File: src/sv/can_sensor_frame_decoder_core_assert.svh
// ============================================================================
// CAN sensor frame decoder assertion macros
// Shared property forms for the decoder's concurrent checks.
// ============================================================================
`ifndef CAN_SENSOR_FRAME_DECODER_CORE_ASSERT_SVH
`define CAN_SENSOR_FRAME_DECODER_CORE_ASSERT_SVH

// Same-cycle implication, sampled on clk, off while rst_n is low
`define CSFD_ASSERT_IMP(label, ante, cons, msg) \
    label: assert property (@(posedge clk) disable iff (!rst_n) (ante) |-> (cons)) \
        else $error(msg);

// Next-cycle implication, sampled on clk, off while rst_n is low
`define CSFD_ASSERT_NXT(label, ante, cons, msg) \
    label: assert property (@(posedge clk) disable iff (!rst_n) (ante) |=> (cons)) \
        else $error(msg);

`endif

File: src/sv/csfd_pkg.sv
// ============================================================================
// csfd_pkg
// Codes, constants and the decode record shared by the frame decoder files.
// ============================================================================
package csfd_pkg;

    // Default number of batteries and of IMUs
    localparam int DEVICE_COUNT_DEF = 16;

    localparam int VAL_W  = 21;
    localparam int FLAG_W = 11;
    localparam int MARK_W = 4;

    // Frame classes
    localparam logic [1:0] CLS_IGNORE  = 2'd0;
    localparam logic [1:0] CLS_BATTERY = 2'd1;
    localparam logic [1:0] CLS_IMU     = 2'd2;
    localparam logic [1:0] CLS_MOTOR   = 2'd3;

    // Record kinds
    localparam logic [3:0] KIND_NONE   = 4'd0;
    localparam logic [3:0] KIND_BSTATE = 4'd1;
    localparam logic [3:0] KIND_BTEMP  = 4'd2;
    localparam logic [3:0] KIND_BERROR = 4'd3;
    localparam logic [3:0] KIND_BCMDS  = 4'd4;
    localparam logic [3:0] KIND_ACCEL  = 4'd5;
    localparam logic [3:0] KIND_GYRO   = 4'd6;
    localparam logic [3:0] KIND_EULER  = 4'd7;
    localparam logic [3:0] KIND_QUAT   = 4'd8;

    // Battery id bases, in match order: state, temperature, error, commands
    localparam logic [3:0][10:0] BAT_BASE = {11'h1F4, 11'h0F4, 11'h2F4, 11'h3F4};
    localparam logic [3:0][3:0]  BAT_KIND = {KIND_BCMDS, KIND_BERROR, KIND_BTEMP,
                                             KIND_BSTATE};

    // IMU addressing: id[7:0] minus this base; type is id[28:8]
    localparam logic [7:0]  IMU_ADDR_BASE  = 8'h59;
    localparam logic [20:0] IMU_TYPE_ACCEL = 21'h0CF02D;
    localparam logic [20:0] IMU_TYPE_GYRO  = 21'h0CF02A;
    localparam logic [20:0] IMU_TYPE_EULER = 21'h0CF029;
    localparam logic [20:0] IMU_TYPE_QUAT  = 21'h0CF030;

    // Raw offsets
    localparam logic [VAL_W-1:0] OFS_ACC_EUL = 21'd32000;
    localparam logic [VAL_W-1:0] OFS_GYRO    = 21'd512000;
    localparam logic [VAL_W-1:0] OFS_QUAT    = 21'd32768;

    // One decoded frame, before the valid marks are merged in
    typedef struct packed {
        logic [1:0]        cls;
        logic [7:0]        idx;
        logic [3:0]        kind;
        logic [VAL_W-1:0]  val_a;
        logic [VAL_W-1:0]  val_b;
        logic [VAL_W-1:0]  val_c;
        logic [VAL_W-1:0]  val_d;
        logic [VAL_W-1:0]  val_e;
        logic [FLAG_W-1:0] flags;
        logic [MARK_W-1:0] mark;   // one-hot mark to set, zero if no update
    } decode_t;

    // Unsigned 16-bit field minus an offset, as a 21-bit two's complement value
    function automatic logic [VAL_W-1:0] sub16(input logic [15:0] h,
                                               input logic [VAL_W-1:0] ofs);
        return VAL_W'(h) - ofs;
    endfunction

    // 16-bit two's complement field sign extended
    function automatic logic [VAL_W-1:0] sext16(input logic [15:0] h);
        return {{(VAL_W-16){h[15]}}, h};
    endfunction

endpackage

File: src/sv/csfd_ram.sv
// ============================================================================
// csfd_ram
// Generic simple dual-port RAM: one write port, one read port, registered read.
// ============================================================================
module csfd_ram #(
    parameter int WIDTH = 4,
    parameter int DEPTH = 32,
    localparam int AW = (DEPTH > 1) ? $clog2(DEPTH) : 1
) (
    input  logic             clk,
    input  logic             we,
    input  logic [AW-1:0]    wr_addr,
    input  logic [WIDTH-1:0] wr_data,
    input  logic             rd_en,
    input  logic [AW-1:0]    rd_addr,
    output logic [WIDTH-1:0] rd_data
);

    logic [WIDTH-1:0] mem_reg [DEPTH];
    logic [WIDTH-1:0] rd_data_reg;

    // Write port
    always_ff @(posedge clk)
    begin
        if (we)
        begin
            mem_reg[wr_addr] <= wr_data;
        end
    end

    // Read port, old data on a same-address write
    always_ff @(posedge clk)
    begin
        if (rd_en)
        begin
            rd_data_reg <= mem_reg[rd_addr];
        end
    end

    assign rd_data = rd_data_reg;

endmodule

File: src/sv/csfd_decode.sv
// ============================================================================
// csfd_decode
// Classifies one CAN frame and unpacks its payload into raw fixed-point fields.
// ============================================================================
module csfd_decode
    import csfd_pkg::*;
#(
    parameter int DEVICE_COUNT = DEVICE_COUNT_DEF
) (
    input  logic [28:0] frame_id,
    input  logic        is_extended,
    input  logic [3:0]  byte_count,
    input  logic [63:0] payload,
    output decode_t     dec
);

    logic        len_ok;
    logic [15:0] h0, h1, h2, h3;
    logic [7:0]  b0, b1;
    logic [8:0]  imu_off;
    logic        imu_hit;
    logic [28:0] boff [4];
    logic [3:0]  bhit;
    logic [1:0]  bsel;
    logic        bany;
    logic        rec_ok;

    assign len_ok = (byte_count != 4'd0) && (byte_count <= 4'd8);
    assign h0 = payload[15:0];
    assign h1 = payload[31:16];
    assign h2 = payload[47:32];
    assign h3 = payload[63:48];
    assign b0 = payload[7:0];
    assign b1 = payload[15:8];

    // IMU address window
    assign imu_off = {1'b0, frame_id[7:0]} - {1'b0, IMU_ADDR_BASE};
    assign imu_hit = !imu_off[8] && (imu_off < 9'(DEVICE_COUNT));

    // Battery id windows; a low id wraps to a huge offset and misses
    always_comb
    begin
        for (int k = 0; k < 4; k++)
        begin
            boff[k] = frame_id - 29'(BAT_BASE[k]);
            bhit[k] = boff[k] < 29'(DEVICE_COUNT);
        end
    end

    // First matching base wins
    always_comb
    begin
        bany = 1'b1;
        bsel = 2'd0;
        priority if (bhit[0]) bsel = 2'd0;
        else if (bhit[1])     bsel = 2'd1;
        else if (bhit[2])     bsel = 2'd2;
        else if (bhit[3])     bsel = 2'd3;
        else                  bany = 1'b0;
    end

    // Record decode
    always_comb
    begin
        dec    = '0;
        rec_ok = 1'b0;
        if (len_ok)
        begin
            if (is_extended)
            begin
                if (imu_hit)
                begin
                    unique case (frame_id[28:8])
                        IMU_TYPE_ACCEL:
                        begin
                            if (byte_count >= 4'd6)
                            begin
                                dec.kind  = KIND_ACCEL;
                                dec.val_a = sub16(h0, OFS_ACC_EUL);
                                dec.val_b = sub16(h1, OFS_ACC_EUL);
                                dec.val_c = sub16(h2, OFS_ACC_EUL);
                            end
                        end
                        IMU_TYPE_GYRO:
                        begin
                            if (byte_count == 4'd8)
                            begin
                                dec.kind  = KIND_GYRO;
                                dec.val_a = VAL_W'(payload[19:0]) - OFS_GYRO;
                                dec.val_b = VAL_W'(payload[39:20]) - OFS_GYRO;
                                dec.val_c = VAL_W'(payload[59:40]) - OFS_GYRO;
                            end
                        end
                        IMU_TYPE_EULER:
                        begin
                            if (byte_count >= 4'd6)
                            begin
                                dec.kind  = KIND_EULER;
                                dec.val_a = sub16(h0, OFS_ACC_EUL);
                                dec.val_b = sub16(h1, OFS_ACC_EUL);
                                dec.val_c = sub16(h2, OFS_ACC_EUL);
                            end
                        end
                        IMU_TYPE_QUAT:
                        begin
                            if (byte_count == 4'd8)
                            begin
                                dec.kind  = KIND_QUAT;
                                dec.val_a = sub16(h0, OFS_QUAT);
                                dec.val_b = sub16(h1, OFS_QUAT);
                                dec.val_c = sub16(h2, OFS_QUAT);
                                dec.val_d = sub16(h3, OFS_QUAT);
                            end
                        end
                        default:
                        begin
                            dec.kind = KIND_NONE;
                        end
                    endcase
                    if (dec.kind != KIND_NONE)
                    begin
                        dec.cls  = CLS_IMU;
                        dec.idx  = imu_off[7:0];
                        dec.mark = MARK_W'(1) << (dec.kind - KIND_ACCEL);
                    end
                end
            end
            else if (!bany)
            begin
                dec.cls = CLS_MOTOR;
            end
            else
            begin
                unique case (bsel)
                    2'd0:
                    begin
                        if (byte_count == 4'd8)
                        begin
                            rec_ok    = 1'b1;
                            dec.val_a = VAL_W'(b0 != 8'd0);
                            dec.val_b = VAL_W'(b1);
                            dec.val_c = VAL_W'(h1);
                            dec.val_d = VAL_W'(h2);
                            dec.val_e = VAL_W'(h3);
                        end
                    end
                    2'd1:
                    begin
                        if (byte_count == 4'd8)
                        begin
                            rec_ok    = 1'b1;
                            dec.val_a = sext16(h0);
                            dec.val_b = sext16(h1);
                            dec.val_c = VAL_W'(h2);
                            dec.val_d = VAL_W'(h3);
                        end
                    end
                    2'd2:
                    begin
                        if (byte_count >= 4'd2)
                        begin
                            rec_ok    = 1'b1;
                            dec.flags = {b1[2:0], b0};
                        end
                    end
                    2'd3:
                    begin
                        rec_ok    = 1'b1;
                        dec.flags = FLAG_W'(b0[5:0]);
                    end
                    default:
                    begin
                        rec_ok = 1'b0;
                    end
                endcase
                if (rec_ok)
                begin
                    dec.cls  = CLS_BATTERY;
                    dec.idx  = boff[bsel][7:0];
                    dec.kind = BAT_KIND[bsel];
                    dec.mark = MARK_W'(1) << bsel;
                end
            end
        end
    end

endmodule

File: src/sv/can_sensor_frame_decoder_core.sv
// ============================================================================
// can_sensor_frame_decoder_core
// Decodes CAN battery/IMU/motor frames into raw fixed-point records and keeps
// per-device record marks in a small RAM.
// ============================================================================
//
//  Channel  Dir  Handshake           Contents
//  s_*      in   s_tvalid/s_tready   frame: id, length, payload; tuser = extended
//  m_*      out  m_tvalid/m_tready   record: index, values, flags, marks;
//                                    tuser = class, kind
//
//  One item per cycle sustained while the output is not stalled; results pass
//  the middle stage and then the output register. Marks live in one RAM
//  (batteries, then IMUs), read on accept and written back when the item
//  leaves the middle stage; a write to the entry being read is forwarded.
//  After reset the mark RAM is cleared one entry per cycle, all 2 * DEVICE_COUNT
//  entries, with s_tready held low. A stalled output holds the middle stage;
//  input is taken while the output register drains.
//
`include "can_sensor_frame_decoder_core_assert.svh"

module can_sensor_frame_decoder_core
    import csfd_pkg::*;
#(
    parameter int DEVICE_COUNT = DEVICE_COUNT_DEF
) (
    input  logic         clk,
    input  logic         rst_n,
    input  logic         s_tvalid,
    output logic         s_tready,
    input  logic [103:0] s_tdata,   // frame_id[28:0], byte_count[32:29],
                                    // payload[96:33], zero[103:97]
    input  logic         s_tuser,   // is_extended
    output logic         m_tvalid,
    input  logic         m_tready,
    output logic [127:0] m_tdata,   // device_index[7:0], value_a[28:8],
                                    // value_b[49:29], value_c[70:50],
                                    // value_d[91:71], value_e[112:92],
                                    // flag_bits[123:113], valid_mask[127:124]
    output logic [5:0]   m_tuser    // frame_class[1:0], record_kind[5:2]
);

    localparam int MEM_DEPTH = 2 * DEVICE_COUNT;
    localparam int AW        = $clog2(MEM_DEPTH);

    decode_t             dec;
    logic [AW-1:0]       dev_addr;
    logic                s_accept;
    logic                out_free;
    logic                retire;
    logic                ram_we;
    logic                ram_wr_en;
    logic [AW-1:0]       ram_wr_addr;
    logic [MARK_W-1:0]   ram_wr_data;
    logic [MARK_W-1:0]   rd_data;
    logic [MARK_W-1:0]   old_mask;
    logic [MARK_W-1:0]   new_mask;
    logic                fwd_next;

    logic                s1_valid_reg;
    decode_t             s1_dec_reg;
    logic [AW-1:0]       s1_addr_reg;
    logic                fwd_reg;
    logic [MARK_W-1:0]   fwd_data_reg;
    logic                clr_busy_reg;
    logic [AW-1:0]       clr_addr_reg;
    logic                m_tvalid_reg;
    logic [127:0]        out_data_reg;
    logic [5:0]          out_user_reg;

    // Frame decode
    csfd_decode #(
        .DEVICE_COUNT (DEVICE_COUNT)
    ) u_decode (
        .frame_id    (s_tdata[28:0]),
        .is_extended (s_tuser),
        .byte_count  (s_tdata[32:29]),
        .payload     (s_tdata[96:33]),
        .dec         (dec)
    );

    // Mark RAM address: batteries first, IMUs after
    assign dev_addr = AW'(dec.idx) + ((dec.cls == CLS_IMU) ? AW'(DEVICE_COUNT) : '0);

    // Handshake
    assign out_free = !m_tvalid_reg || m_tready;
    assign s_tready = !clr_busy_reg && (!s1_valid_reg || out_free);
    assign s_accept = s_tvalid && s_tready;
    assign retire   = s1_valid_reg && out_free;
    assign ram_we   = retire && (|s1_dec_reg.mark);

    // Write port: clearing pass after reset, then mark write-back
    assign ram_wr_en   = clr_busy_reg || ram_we;
    assign ram_wr_addr = clr_busy_reg ? clr_addr_reg : s1_addr_reg;
    assign ram_wr_data = clr_busy_reg ? {MARK_W{1'b0}} : new_mask;

    csfd_ram #(
        .WIDTH (MARK_W),
        .DEPTH (MEM_DEPTH)
    ) u_mark_ram (
        .clk     (clk),
        .we      (ram_wr_en),
        .wr_addr (ram_wr_addr),
        .wr_data (ram_wr_data),
        .rd_en   (s_accept),
        .rd_addr (dev_addr),
        .rd_data (rd_data)
    );

    // Read-modify-write of the marks
    always_comb
    begin
        if (fwd_reg)
            old_mask = fwd_data_reg;
        else
            old_mask = rd_data;
        new_mask = old_mask | s1_dec_reg.mark;
    end

    assign fwd_next = ram_we && (s1_addr_reg == dev_addr);

    // Control state
    always_ff @(posedge clk or negedge rst_n)
    begin
        if (!rst_n)
        begin
            s1_valid_reg <= 1'b0;
            fwd_reg      <= 1'b0;
            clr_busy_reg <= 1'b1;
            clr_addr_reg <= '0;
            m_tvalid_reg <= 1'b0;
        end
        else
        begin
            if (clr_busy_reg)
            begin
                clr_addr_reg <= clr_addr_reg + AW'(1);
                if (clr_addr_reg == AW'(MEM_DEPTH - 1))
                    clr_busy_reg <= 1'b0;
            end
            if (s_accept)
            begin
                s1_valid_reg <= 1'b1;
                fwd_reg      <= fwd_next;
            end
            else if (retire)
            begin
                s1_valid_reg <= 1'b0;
            end
            if (retire)
                m_tvalid_reg <= 1'b1;
            else if (m_tready)
                m_tvalid_reg <= 1'b0;
        end
    end

    // Payload registers
    always_ff @(posedge clk)
    begin
        if (s_accept)
        begin
            s1_dec_reg   <= dec;
            s1_addr_reg  <= dev_addr;
            fwd_data_reg <= new_mask;
        end
        if (retire)
        begin
            out_data_reg <= {(|s1_dec_reg.mark) ? new_mask : {MARK_W{1'b0}},
                             s1_dec_reg.flags,
                             s1_dec_reg.val_e, s1_dec_reg.val_d, s1_dec_reg.val_c,
                             s1_dec_reg.val_b, s1_dec_reg.val_a,
                             s1_dec_reg.idx};
            out_user_reg <= {s1_dec_reg.kind, s1_dec_reg.cls};
        end
    end

    assign m_tvalid = m_tvalid_reg;
    assign m_tdata  = out_data_reg;
    assign m_tuser  = out_user_reg;

    // Checks
    `CSFD_ASSERT_IMP(a_marked_has_mask,
        m_tvalid_reg && (out_user_reg[1:0] == CLS_BATTERY || out_user_reg[1:0] == CLS_IMU),
        out_data_reg[127:124] != 4'd0, "device record without a mark")
    `CSFD_ASSERT_IMP(a_other_clean,
        m_tvalid_reg && (out_user_reg[1:0] == CLS_IGNORE || out_user_reg[1:0] == CLS_MOTOR),
        out_data_reg[127:124] == 4'd0 && out_user_reg[5:2] == KIND_NONE,
        "ignore or motor record carries kind or marks")
    `CSFD_ASSERT_NXT(a_stall_hold, s1_valid_reg && !out_free,
        s1_valid_reg && $stable(s1_addr_reg), "middle stage lost during stall")
    `CSFD_ASSERT_IMP(a_fwd_source, fwd_reg && s1_valid_reg && $rose(s1_valid_reg),
        $past(ram_we), "forward flag without a write")
    `CSFD_ASSERT_IMP(a_clear_blocks_input, clr_busy_reg,
        !s_tready && !s1_valid_reg, "input taken while the mark RAM is cleared")

endmodule
File: config.mk
export PLATFORM = sky130hd
export DESIGN_NAME = can_sensor_frame_decoder_core
export DESIGN_NICKNAME = d
export VERILOG_FILES = /design/src/sv/csfd_pkg.sv /design/src/sv/csfd_ram.sv /design/src/sv/csfd_decode.sv /design/src/sv/can_sensor_frame_decoder_core.sv
export VERILOG_INCLUDE_DIRS = /design/src /design/src/sv
export SDC_FILE = /design/constraint.sdc
export NUM_CORES = 1
export LEC_CHECK = 0
export ABC_AREA = 1
export BUFFER_PORTS_ARGS = -buffer_cell sky130_fd_sc_hd__buf_2
export CELL_PAD_IN_SITES_DETAIL_PLACEMENT = 0
export CELL_PAD_IN_SITES_GLOBAL_PLACEMENT = 2
export CORE_ASPECT_RATIO = 0.7
export CORE_MARGIN = 5
export CORE_UTILIZATION = 37
export DETAILED_ROUTE_END_ITERATION = 16
export PLACE_DENSITY = 0.76
export SLEW_MARGIN = 10
export SYNTH_ARGS = -nofsm -noshare
export SYNTH_HDL_FRONTEND = slang
export SYNTH_SLANG_ARGS = --single-unit
File: constraint.sdc
create_clock -name clk -period 8.7 [get_ports clk]
set_input_delay 0.435 -clock clk [delete_from_list [all_inputs] [get_ports clk]]
set_output_delay 0.435 -clock clk [all_outputs]
set_load 0.01 [all_outputs]
==> impl_metrics.py, run 1 <==
metrics = {
    "timing": {
        "slew_viol_final": 0,
        "hold_violations": 0,
        "fmax_mhz": 170,
        "setup-violations-final": 0,
        "min_period_over_period_pct": 67.4,
        "hold_ws_ns": 0.193,
        "period_needed_ns": 5.87,
        "slew_headroom_pct": 20.0,
        "tightest_slew_ns": 1.19,
        "fin_skew_ns": 0.0388,
        "rsz0062_at_grt": "false",
        "fin_setup_tns_ns": 0,
    },
    "synth": {
        "ys.flop_type": "edfxtp_1",
        "synth_area_leaders": "edfxtp_1 (56%), nand2_1 (7.9%), nand3_1 (7.5%)",
        "synthCells": 2175,
        "synth_commonest_cells": "nand2_1 (436), edfxtp_1 (387), nand3_1 (309)",
        "synth-seq-area-share_pct": 57.3,
        "synth_area_um2": 20700,
        "yosysWarnings": 0,
        "synth.distinct_cells": 54,
        "synth-edff-count": 387,
        "synth_most_common_cell": "nand2_1",
        "async_reset_ff_share_pct": 2.27,
        "synth_top_cell_area_share_pct": 56.2,
        "synth_top_area_cell": "edfxtp_1",
        "ys_ff_latch": 396,
        "syn_area_per_cell_um2": 9.51,
    },
    "critical_path": {
        "r2r_start": "m_tvalid$_DFFE_PN0P_",
        "cp-end-kind": "flip-flop",
        "cp-startpoint": "s_tdata[2]",
        "path_class": "primary input to flip-flop",
        "startpoint_type": "primary input",
        "crit_end": "u_mark_ram.rd_data[1]$_DFFE_PP_",
        "crit_fanout": 65,
        "worstRegToRegCells": 6,
        "cp.arrival_ns": 6.18,
        "cpMostUsedCell": "nand2_1",
        "critPathMaxStageDelay_ns": 0.67,
        "critical_path.slowest_cell": "nand2_1",
        "worstPathRequired_ns": 9.01,
        "reg2reg_setup_slack_ns": 5.74,
        "r2r_end": "u_mark_ram.mem_reg[22][3]$_DFFE_PP_",
    },
    "floorplan": {
        "die-height_um": 208,
        "ios": 245,
        "start_util_pct": 37.4,
        "die_w_um": 293,
        "dieArea_um2": 60800,
        "row_count": 72,
        "coreArea_um2": 55300,
    },
    "final_layout": {
        "multi_input_area_um2": 7500,
        "seqCellArea_um2": 11800,
        "finalNetCount": 2514,
        "drive_above_1_share_pct": 16.0,
        "nFillCells": 5491,
        "syn2layout_area_growth_pct": 15.2,
        "largest_reg_flops": 128,
    },
    "pwr": {
        "pwr-share-comb_pct": 9.9,
        "power.switching_mw": 1.12,
        "seq_power_share_pct": 51.2,
        "p_leak_nw": 9.49,
        "power_mw": 4.42,
        "clock_power_share_pct": 38.9,
        "p_per_area_nw_per_um2": 185,
        "p_int_mw": 3.30,
        "vdd_drop_max_mv": 0.133,
        "switching_share_pct": 25.3,
    },
    "flow_run": {
        "timing.max_cap.violations": 0,
    },
    "clocking": {
        "clkSlewWorstSetupHoldPaths_ns": 0.06,
        "cts_max_path_buffers": 3,
        "cts_root_buf": "clkbuf_16",
        "clk_latency_ns": 0.58,
        "htree_levels": 2,
        "numCtsBuffers": 41,
        "cts.sinks": 396,
        "cts_tree": "yes",
        "cts_resized": 0,
    },
    "run_status": {
        "outcome": "finished, final reports clean",
    },
    "detailed_routing": {
        "via_per_inst": 5.35,
        "drc_errors": 0,
        "wire_per_inst_um": 22.2,
        "ant_nets": 0,
        "drt-pass1-iter-count": 5,
        "vias": 16912,
        "drt_iter0_markers": 1639,
        "wl_mm": 70.1,
    },
    "global_route": {
        "grtUsageTotal_pct": 22.2,
        "grt_max_degree": 81,
        "antenna_found_initial": 3,
        "overflow": 0,
        "grt_pass1_vias": 16108,
        "grt_first_pass_wirelength_mm": 103,
    },
    "worst_hold_path": {
        "hp-start": "m_tready",
        "hold_class": "primary input to flip-flop",
    },
    "place": {
        "dp_hpwl_mm": 50.7,
        "io_buffers": 232,
        "place_congestion": 0.935,
    },
}
## placed cells by master (no fill, tap or decap), types with 33 or more instances in the layout
master,count
nand2_1,436
edfxtp_1,387
nand3_1,309
buf_2,232
inv_1,231
nor2_1,224
nand3b_1,83
o21ai_0,43
clkbuf_16,42
a21oi_1,41
xor2_1,38
o221ai_1,33
## repair_timing
item,in CTS,in global routing
buffers inserted,0,0
hold buffers,1,0
hold endpoints to repair,9,0
## logic make-up after synthesis
logic type	Yosys count	synth area share, %
other	1	0.0181
flip-flops	396	57.3
adder cells (fa/ha/maj)	18	1.09
buffers and inverters	343	6.85
XOR/XNOR	41	1.74
AO/OA/AOI/OAI	200	6.49
AND/OR/NAND/NOR	1175	26.5
multiplexers	1	0.0484
## layer usage
layer	GRT usage (%)	wire length [um]	up-vias	part of all wire (%)
li1	-	-	7973	-
met1	35.1	34200	8222	49
met2	32.5	29500	648	42
met3	3.51	5560	69	7.9
met4	3.62	823	0	1.2
met5	0	0	-	0
## how the worst min path moves through the flow
stage	endpoint	slack, ns	cells past startpoint
final	m_tvalid$_DFFE_PN0P_	0.19	4
after global routing	s1_dec_reg[55]$_SDFFCE_PN0P_	0.20	2
after CTS	m_tvalid$_DFFE_PN0P_	0.17	4
after detailed placement	m_tvalid$_DFFE_PN0P_	0.31	1
after global placement	m_tvalid$_DFFE_PN0P_	0.31	1
after floorplan	clr_addr_reg[0]$_DFFE_PN0P_	0.14	0
## metrics by stage
stage               worst slack, ns  utilization [%]  instance area, um2  cells
floorplan                     0.874                -               20700   2183
global placement               2.39             40.7               22500   3083
detailed placement             2.39             40.7               22500   3083
CTS                            2.93             43.1               23800   3158
global route                   2.36             43.1               23800   3159
finish                         2.83             43.1               23800   3160
## power by group through the flow
| stage | logic, mW | clock network, mW | registers [mW] |
|---|---|---|---|
| after floorplan | 0.204 | 0 | 2.34 |
| after global placement | 0.435 | 0 | 2.30 |
| after detailed placement | 0.436 | 0 | 2.30 |
| after CTS | 0.438 | 1.76 | 2.26 |
| after global routing | 0.477 | 1.84 | 2.27 |
| final | 0.437 | 1.72 | 2.26 |
## worst max-delay path: cells and delay by family
family | cells | cell delay (ns)
adder cells (fa/ha/maj) | 2 | 0.48
AO/OA/AOI/OAI | 1 | 0.43
AND/OR/NAND/NOR | 25 | 3.92
buffers and inverters | 5 | 0.81
## final cells by class
cell class | count | share of cell area [%]
Multi-Input combinational cell | 1444 | 31.5
Timing Repair Buffer | 253 | 5.54
Inverter | 251 | 3.95
Antenna cell | 2 | 0.0210
Tap cell | 740 | 3.88
Clock buffer | 49 | 4.56
Clock inverter | 25 | 0.871
Sequential cell | 396 | 49.7
(Power assumes the default switching activity.)
==> run 2: changes to the inputs <==
- CORE_UTILIZATION: 37 -> 33
- PLACE_DENSITY: 0.76 -> 0.72
- clock period: 8.7 -> 5.2 ns (I/O delays scaled with it)
==> run 2 against run 1 <==
  * Highest routed layer is now met5
  * Critical endpoint is now u_mark_ram.rd_data[0]$_DFFE_PP_
  * Worst setup slack got worse by 2.0 ns
  * Global-route usage fell by 1.1 points
  * Clock skew fell by 0.026 ns
  * Count of clock-buffer cells in the layout fell by 3
  * Largest cell class unchanged
  * Clock power rose by 60%
  * Power rose by 65%
  * Wire length rose by 4.5%
  * Hold slack got worse by 0.16 ns
==> impl_metrics.py, run 2 (synthesis results as in run 1) <==
metrics = {
    "timing": {
        "fmax_mhz": 228,
        "fin_skew_ns": 0.0125,
        "min_period_over_period_pct": 84.4,
        "period_needed_ns": 4.39,
        "rsz0062_at_grt": "false",
        "hold_violations": 0,
        "fin_setup_tns_ns": 0,
        "slew_viol_final": 0,
        "tightest_slew_ns": 0.934,
        "finalWorstSetupSlack_ns": 0.811,
        "hold_ws_ns": 0.0344,
        "slew_headroom_pct": 37.6,
        "setup-violations-final": 0,
    },
    "critical_path": {
        "critPathMaxStageDelay_ns": 0.31,
        "cp.arrival_ns": 4.71,
        "critical_path.slowest_cell": "nor2_1",
        "cp-end-kind": "flip-flop",
        "worstPathRequired_ns": 5.52,
        "cpMostUsedCell": "nand2_1",
        "path_class": "primary input to flip-flop",
        "crit_buf_inv": 5,
        "startpoint_type": "primary input",
        "crit_fanout": 64,
        "critical_path.top_delay_family": "simple AND/OR/NAND/NOR gates",
    },
    "detailed_routing": {
        "via_per_inst": 5.19,
        "drt-pass1-iter-count": 6,
        "drt_iter0_markers": 1575,
        "wl_mm": 73.3,
        "drc_errors": 0,
        "ant_nets": 0,
        "wire_per_inst_um": 22.5,
        "vias": 16940,
    },
    "place": {
        "io_buffers": 232,
        "dp_slack_ns": 0.324,
        "place_congestion": 0.906,
        "place_inst": 3191,
        "dp_hpwl_mm": 54.8,
        "place_area_um2": 22900,
    },
    "final_layout": {
        "final_common_cell": "nand2_1",
        "fin_cells": 3264,
        "nFillCells": 6268,
        "fin_util_pct": 39.1,
        "syn2layout_area_growth_pct": 16.8,
        "largest_reg_flops": 128,
        "drive_above_1_share_pct": 16.7,
        "final_area_um2": 24200,
        "finalNetCount": 2543,
        "final_cell_mix": "nand2_1 (436), edfxtp_1 (387), nand3_1 (309)",
    },
    "pwr": {
        "p_per_area_nw_per_um2": 302,
        "vdd_drop_max_mv": 0.185,
        "p_leak_nw": 9.63,
        "power_mw": 7.29,
    },
    "clocking": {
        "clk_latency_ns": 0.56,
        "cts_tree": "yes",
        "cts.sinks": 396,
        "htree_levels": 2,
        "clkSlewWorstSetupHoldPaths_ns": 0.06,
        "cts_root_buf": "clkbuf_16",
        "numCtsBuffers": 40,
        "cts_max_path_buffers": 3,
    },
    "global_route": {
        "grt_first_pass_wirelength_mm": 107,
        "overflow": 0,
        "grt_max_degree": 76,
        "antenna_found_initial": 7,
        "grtUsageTotal_pct": 21.1,
        "grt_pass1_vias": 16254,
    },
    "floorplan": {
        "start_util_pct": 33.5,
        "coreArea_um2": 61800,
        "ios": 245,
        "row_count": 76,
        "die-height_um": 219,
        "dieArea_um2": 67900,
        "die_w_um": 309,
    },
    "worst_hold_path": {
        "hold_class": "primary input to flip-flop",
    },
    "run_status": {
        "outcome": "finished, final reports clean",
    },
    "flow_run": {
        "timing.max_cap.violations": 0,
    },
}
## run 2: final cells by class
class	count	area [um2]	area share [%]
timing repair buffer	283	1610	6.67
clock inverter	20	169	0.699
tap	819	1020	4.24
clock buffer	46	1040	4.33
sequential	396	11800	49.0
inverter	251	942	3.90
multi-input combinational	1444	7500	31.1
antenna	5	12.5	0.0518
## run 2: worst min-delay path, stage by stage
cell      delay (ns)
buf_2           0.09
nand3_1         0.07
o221ai_1        0.06
## run 2: metal layers
metal	vias up	global-route usage, %	routed length, um
met1	8194	32.8	36400
met5	-	0	59
met3	83	4.74	5960
li1	8016	-	-
met2	639	29.9	29500
met4	8	4.69	1370
## run 2: final timing paths
check,startpoint,to,slack (ns),cells past startpoint
min in group asynchronous,rst_n,clr_addr_reg[0]$_DFFE_PN0P_,0.07,2
max in group asynchronous,rst_n,clr_busy_reg$_DFF_PN1_,4.88,2
max reg2reg,s1_dec_reg[2]$_SDFFCE_PN0P_,u_mark_ram.mem_reg[13][0]$_DFFE_PP_,2.34,6
max,s_tdata[2],u_mark_ram.rd_data[0]$_DFFE_PP_,0.81,29
min reg2reg,s1_dec_reg[87]$_SDFFCE_PN0P_,m_tdata[38]$_DFFE_PP_,0.41,0
min,s_tdata[94],s1_dec_reg[49]$_SDFFCE_PN0P_,0.03,3
## run 2: repair_timing
| action | CTS | global route |
|---|---|---|
| gates resized for setup | 0 | 0 |
| setup buffers | 0 | 0 |
| hold buffers | 2 | 0 |
| hold endpoints to repair | 10 | 0 |
## run 2: report_power, final
part / switching (mW) / total [mW] / internal (mW) / leakage, nW
registers: 0.0642 / 3.79 / 3.72 / 3.81
clock network: 1.21 / 2.75 / 1.54 / 0.596
logic: 0.551 / 0.750 / 0.199 / 5.22
